$ cat config.mk
export PLATFORM = sky130hd
export DESIGN_NAME = csab_pixel_alu
export DESIGN_NICKNAME = d
export VERILOG_FILES = /design/src/rtl/core/csab_pkg.sv /design/src/rtl/core/csab_pixel_alu.sv
export SDC_FILE = /design/constraint.sdc
export NUM_CORES = 1
export LEC_CHECK = 0
export BUFFER_PORTS_ARGS = -buffer_cell sky130_fd_sc_hd__buf_2
export CAP_MARGIN = 25
export CELL_PAD_IN_SITES_DETAIL_PLACEMENT = 0
export CELL_PAD_IN_SITES_GLOBAL_PLACEMENT = 1
export CORE_MARGIN = 5
export CORE_UTILIZATION = 38
export DETAILED_ROUTE_END_ITERATION = 8
export GPL_ROUTABILITY_DRIVEN = 0
export PLACE_DENSITY = 0.95
export SLEW_MARGIN = 20
export SYNTH_ARGS = -nofsm -noshare
export SYNTH_HDL_FRONTEND = slang
export SYNTH_SLANG_ARGS = --single-unit
$ cat constraint.sdc
create_clock -name vclk -period 15
set_input_delay 3.75 -clock vclk [all_inputs]
set_output_delay 3.75 -clock vclk [all_outputs]
set_load 0.1 [all_outputs]
$ cat src/rtl/core/csab_pkg.sv
// Package for the clipped stamp add-or-blank core: item, result and
// configuration word types, codes and default sizes.
// Depends on nothing; used by csab_pixel_alu, the core top and the testbench.
`default_nettype none

package csab_pkg;

  localparam int MAX_IMAGE_WIDTH  = 1024;
  localparam int MAX_IMAGE_HEIGHT = 1024;
  localparam int MAX_STAMP_SIZE   = 64;

  localparam int PIXEL_W   = 32;
  localparam int SIZE_W    = 7;
  localparam int POS_W     = 12;
  localparam int ORIGIN_W  = POS_W + 1;
  localparam int COORD_W   = ORIGIN_W + 1;
  localparam int IMG_DIM_W = 11;
  localparam int COUNT_W   = 13;
  localparam int SCALED_W  = 48;
  localparam int HALF_DIVISOR = 2;

  localparam logic [1:0] KIND_HEADER  = 2'd0;
  localparam logic [1:0] KIND_ELEMENT = 2'd1;
  localparam logic [1:0] KIND_WRITE   = 2'd2;
  localparam logic [1:0] KIND_READ    = 2'd3;

  localparam logic MODE_ADD   = 1'b0;
  localparam logic MODE_BLANK = 1'b1;

  localparam logic RES_READ  = 1'b0;
  localparam logic RES_STAMP = 1'b1;

  localparam logic [1:0] REG_IMAGE_WIDTH  = 2'd0;
  localparam logic [1:0] REG_IMAGE_HEIGHT = 2'd1;
  localparam logic [1:0] REG_MASK_FLOOR   = 2'd2;

  localparam logic [IMG_DIM_W-1:0] IMAGE_DIM_RESET = 11'd1024;
  localparam logic signed [PIXEL_W-1:0] MASK_FLOOR_RESET = 32'sh8000_0000;

  typedef struct packed {
    logic [1:0]                 kind;
    logic                       stamp_mode;
    logic [SIZE_W-1:0]          stamp_width;
    logic [SIZE_W-1:0]          stamp_height;
    logic signed [POS_W-1:0]    pos_x;
    logic signed [POS_W-1:0]    pos_y;
    logic signed [PIXEL_W-1:0]  factor;
    logic signed [PIXEL_W-1:0]  element_value;
    logic [9:0]                 pixel_x;
    logic [9:0]                 pixel_y;
  } item_t;

  typedef struct packed {
    logic                       result_kind;
    logic signed [PIXEL_W-1:0]  pixel_value;
    logic [COUNT_W-1:0]         pixels_changed;
  } result_t;

  typedef struct packed {
    logic [1:0]          index;
    logic [PIXEL_W-1:0]  value;
  } cfg_t;

endpackage

`default_nettype wire

$ cat src/rtl/core/csab_pixel_alu.sv
// Pixel update: saturating add of a scaled element, or blank value select.
// Depends on csab_pkg.
`default_nettype none

module csab_pixel_alu (
  input  wire logic                                  mode,
  input  wire logic signed [csab_pkg::PIXEL_W-1:0]   pixel,
  input  wire logic signed [csab_pkg::SCALED_W-1:0]  scaled,
  input  wire logic signed [csab_pkg::PIXEL_W-1:0]   factor,
  output logic signed [csab_pkg::PIXEL_W-1:0]        value
);

  localparam int SUM_W = csab_pkg::SCALED_W + 1;

  logic signed [SUM_W-1:0] sum;
  logic                    in_range;

  always_comb begin
    sum = $signed({{(SUM_W - csab_pkg::PIXEL_W){pixel[csab_pkg::PIXEL_W-1]}}, pixel})
        + $signed({scaled[csab_pkg::SCALED_W-1], scaled});
    in_range = (sum[SUM_W-1:csab_pkg::PIXEL_W-1] == '0)
            || (sum[SUM_W-1:csab_pkg::PIXEL_W-1] == '1);
    if (mode == csab_pkg::MODE_BLANK) begin
      value = factor;
    end else if (in_range) begin
      value = sum[csab_pkg::PIXEL_W-1:0];
    end else if (sum[SUM_W-1]) begin
      value = {1'b1, {(csab_pkg::PIXEL_W-1){1'b0}}};
    end else begin
      value = {1'b0, {(csab_pkg::PIXEL_W-1){1'b1}}};
    end
  end

endmodule

`default_nettype wire

==> Yosys cells after proc, flatten, opt, wreduce, memory -nomap -nowiden <==
Index checks and enable logic that the tools add are counted.
W data, S select, Z words.
{ "word_totals": {"reg_bits": 0, "output_inout_bits": 32, "word_cells": 7} }
{ "classes": {"n_addsub": 1, "n_eq_ne": 1, "muxes": 3, "n_reduce_logical": 2} }
{ "ops": {"columns": ["operator", "count"], "rows": [
  ["$mux W32", 3],
  ["$add A32 B48 Y49", 1],
  ["$eq A18 B18 Y1 const B", 1],
  ["$logic_not A18 Y1", 1],
  ["$logic_or A1 B1 Y1", 1]
]} }

==> Longest topological paths before layout <==
{ "depth": {"ltp_word": 5, "mapped_depth": 14, "depth_no_buf": 13} }

==> Least setup slack after synthesis <==
No wires, ideal clock.
{ "synth_path": {"path_type": "in2out", "from": "input pixel[0] (netlist bit)", "to": "output value[10] (netlist bit)", "t_arrival_ns": 7.596, "required_ns": 11.250, "slack_ns": 3.654, "stages": 14, "path_buffers": 1, "cell_sequence": "ha_1 -> fa_1 -> a211oi_2 -> o211ai_2 -> a41oi_4 -> nor2_1 -> a311oi_1 -> xnor2_1 -> or4_1 -> nor4_2 -> nand4_2 -> o22ai_4 -> buf_6 -> a221o_1"} }
{ "synth_via": {"elab_chain_cells": 5, "elab_cells_between_ends": 7} }
{ "synth_rtl": {"columns": ["element", "line", "text"], "rows": [
  ["start, declared", "csab_pixel_alu.sv:7", "input wire logic signed [csab_pkg::PIXEL_W-1:0] pixel,"],
  ["$add A32 B48 Y49 *", "csab_pixel_alu.sv:20", "+ $signed({scaled[csab_pkg::SCALED_W-1], scaled});"],
  ["$eq A18 B18 Y1 / $logic_not A18 Y1 (equally long branches)", "csab_pixel_alu.sv:22, csab_pixel_alu.sv:21", null],
  ["$logic_or A1 B1 Y1", "csab_pixel_alu.sv:22", "|| (sum[SUM_W-1:csab_pkg::PIXEL_W-1] == '1);"],
  ["$mux W32 *", "csab_pixel_alu.sv:25", "end else if (in_range) begin"],
  ["$mux W32 *", "csab_pixel_alu.sv:23", "if (mode == csab_pkg::MODE_BLANK) begin"],
  ["end, declared", "csab_pixel_alu.sv:10", "output logic signed [csab_pkg::PIXEL_W-1:0] value"]
]} }
Every way passes the cells marked *; elsewhere a longest branch is shown, timed or not.

==> Worst setup path in the final report <==
{ "layout_path": {"from": "input pixel[0] (netlist bit)", "to": "output value[23] (netlist bit)"} }
The elaborated chain is that of the path after synthesis.

==> results.py <==
metrics = {
    "clocking": {
        "hold_buffers": 0,
        "cts_resized": 0,
        "postCtsSetupRepairBufs": 0,
    },
    "pwr": {
        "p_switching_mw": 0.179,
        "p_comb_frac": 1.000,
        "p_seq_frac": 0,
        "power_mw": 0.258,
        "peakVddDrop_mv": 0.0347,
        "internal_power_mw": 0.0788,
        "swShare": 0.695,
        "leakagePower_nw": 1.90,
        "p_per_area_nw_per_um2": 59.5,
        "p_clk_frac": 0,
    },
    "synth": {
        "syn_nets": 681,
        "synth_top_area_frac": 0.167,
        "yosysSeqAreaShare": 0,
        "yosys_warnings": 0,
        "synth_area_per_cell_sq_um": 6.95,
        "synthTopCellsByCount": "a21oi_1, nand2_1, ha_1",
        "synth_top_area_cell": "ha_1",
        "yosysMostFrequentCell": "a21oi_1",
        "netlist_instances": 519,
        "syn_area_sq_um": 3610,
        "synth.area.top_cells": "ha_1, a21oi_1, a221o_1",
        "synth_cell_types": 68,
    },
    "sta": {
        "fin_crit_ns": 11.99,
        "tightestPinTransition_ns": 0.902,
        "rsz0062_at_grt": "false",
        "slew_headroom": 0.399,
        "final.setup.tns_ns": 0,
        "fin_crit_sh": 0.799,
        "maxSlewViolCount": 0,
        "fmax_ghz": 0.0834,
        "hold_violations": 0,
        "setup_viol": 0,
    },
    "floorplan": {
        "ios": 145,
        "core_sq_um": 9240,
        "dieArea_sq_um": 11500,
        "die_w_um": 107,
        "die_h_um": 107,
        "rows": 35,
        "start_util": 0.390,
    },
    "min_path": {
        "hold_path.startpoint": "factor[31]",
        "hold_class": "in -> out",
    },
    "placed_design": {
        "dpl.hpwl_um": 10500,
        "numPortBuffers": 145,
    },
    "layout": {
        "fillers": 994,
        "n_antenna_cell": 0,
        "nClkBuffers": 0,
        "area_delta_synth_final_pct": 20.4,
        "multi_input_area_sq_um": 3420,
        "finalNetCount": 802,
        "drive_gt1_frac": 0.262,
        "seqCellArea_sq_um": 0,
        "seq_cell_count": 0,
    },
    "global_route": {
        "grt_pass1_wl_um": 20100,
        "grt-ovfl-total": 0,
        "grt_pass1_vias": 4433,
        "antenna_found_initial": 0,
        "grt_start_max_net_pins": 37,
        "track_usage": 0.202,
    },
    "critical_path": {
        "required_ns": 11.25,
        "cp.arrival_ns": 8.24,
        "cp-start-kind": "input pin",
        "cp-startpoint": "pixel[0]",
        "worstPathMaxFanout": 31,
        "cp-end-kind": "primary output",
        "critPathKind": "in -> out",
    },
    "drt": {
        "wl_met1_um": 5450,
        "drt_iter0_markers": 322,
        "route.detailed.drc": 0,
        "viasPerCell": 6.06,
        "wl_met2_um": 5960,
        "drt_pass1_iterations": 6,
        "vias": 4645,
        "wl_met3_um": 955,
        "routed_wl_um": 12500,
        "antenna_left": 0,
        "top_layer_used": "met4",
        "routedWlPerCell_um": 16.3,
    },
    "job": {
        "maxCapViolations": 0,
    },
    "status": {
        "status": "finished clean",
    },
}
==> worst paths after layout <==
check  depth (start not counted)   endpoint  slack [ns]
max                           15  value[23]        3.01
min                            4  value[31]        8.00
==> routing by layer <==
layer / GRT usage / up-vias
met5: 0 / -
li1: - / 2277
met4: 0.0198 / 0
met3: 0.0144 / 18
met1: 0.269 / 2142
met2: 0.368 / 208
==> layout by cell type, fill, tap and decap left out, types with 2 or more instances in the layout <==
| cell | synthesis | final |
|---|---|---|
| nand2_1 | 60 | 60 |
| o21a_1 | 8 | 8 |
| xnor2_1 | 22 | 22 |
| a211oi_1 | 8 | 8 |
| xor2_1 | 18 | 18 |
| o211a_1 | 2 | 2 |
| o21ai_1 | 13 | 13 |
| nand3_1 | 8 | 8 |
| nor2_1 | 36 | 36 |
| nand3b_1 | 2 | 2 |
| a21oi_1 | 63 | 63 |
| a221o_1 | 31 | 31 |
| a21o_1 | 13 | 13 |
| nand2b_1 | 3 | 3 |
| inv_1 | 7 | 7 |
| o22ai_1 | 3 | 3 |
| or2_2 | 4 | 4 |
| ha_1 | 48 | 48 |
| a31oi_1 | 8 | 8 |
| a21oi_2 | 2 | 2 |
| nand4_1 | 17 | 17 |
| nor3_1 | 12 | 12 |
| a211o_1 | 3 | 3 |
| a31o_1 | 2 | 2 |
| and4_1 | 6 | 6 |
| o21ai_0 | 34 | 34 |
| or3_1 | 2 | 2 |
| nor4_1 | 3 | 3 |
| o31ai_1 | 2 | 2 |
| o21bai_1 | 3 | 3 |
| o211ai_2 | 2 | 2 |
| nor2b_1 | 3 | 3 |
| or4_1 | 3 | 3 |
| buf_2 | 4 | 145 |
| a21boi_1 | 2 | 2 |
| o211ai_1 | 4 | 4 |
| and3_1 | 5 | 5 |
| a311oi_1 | 3 | 3 |
==> cell type report <==
cell class         count  share of cell area
inverters              7             0.00605
multi-input cells    485               0.787
well taps            129              0.0372
repair buffers       146               0.170
==> power by group through the flow <==
stage               Sequential (mW)  Combinational [mW]  Clock, mW
floorplan                         0               0.201          0
CTS                               0               0.256          0
global placement                  0               0.252          0
global route                      0               0.278          0
detailed placement                0               0.255          0
finish                            0               0.258          0
==> stage by stage <==
| stage | hold slack, ns | setup slack [ns] | utilization | area [sq um] | cells |
|---|---|---|---|---|---|
| detailed placement | 8.00 | 2.99 | 0.470 | 4340 | 767 |
| floorplan | 8.17 | 3.65 | - | 3610 | 519 |
| global placement | 8.00 | 3.21 | 0.469 | 4330 | 766 |
| CTS | 8.00 | 2.98 | 0.470 | 4340 | 767 |
| finish | 8.00 | 3.01 | 0.470 | 4340 | 767 |
| global route | 8.03 | 2.70 | 0.470 | 4340 | 767 |
==> kinds of logic after synthesis <==
| logic type | count (synthesis) | share of synthesized area |
|---|---|---|
| AO/OA/AOI/OAI | 224 | 0.439 |
| AND/OR/NAND/NOR | 172 | 0.240 |
| adder cells (fa/ha/maj) | 49 | 0.172 |
| XOR/XNOR | 40 | 0.0972 |
| buffers and inverters | 34 | 0.0524 |
==> critical path, cell delays in order <==
cell	delay (ns)
buf_2	0.10
ha_1	0.22
fa_1	0.44
a211oi_2	0.30
o211ai_2	0.13
a41oi_4	0.27
nor2_1	0.10
a311oi_1	0.34
xnor2_1	0.13
or4_1	0.54
nor4_2	0.32
nand4_2	0.17
o22ai_4	0.72
a221o_1	0.28
buf_2	0.43
Note: power is estimated with default switching activity, not from simulation.
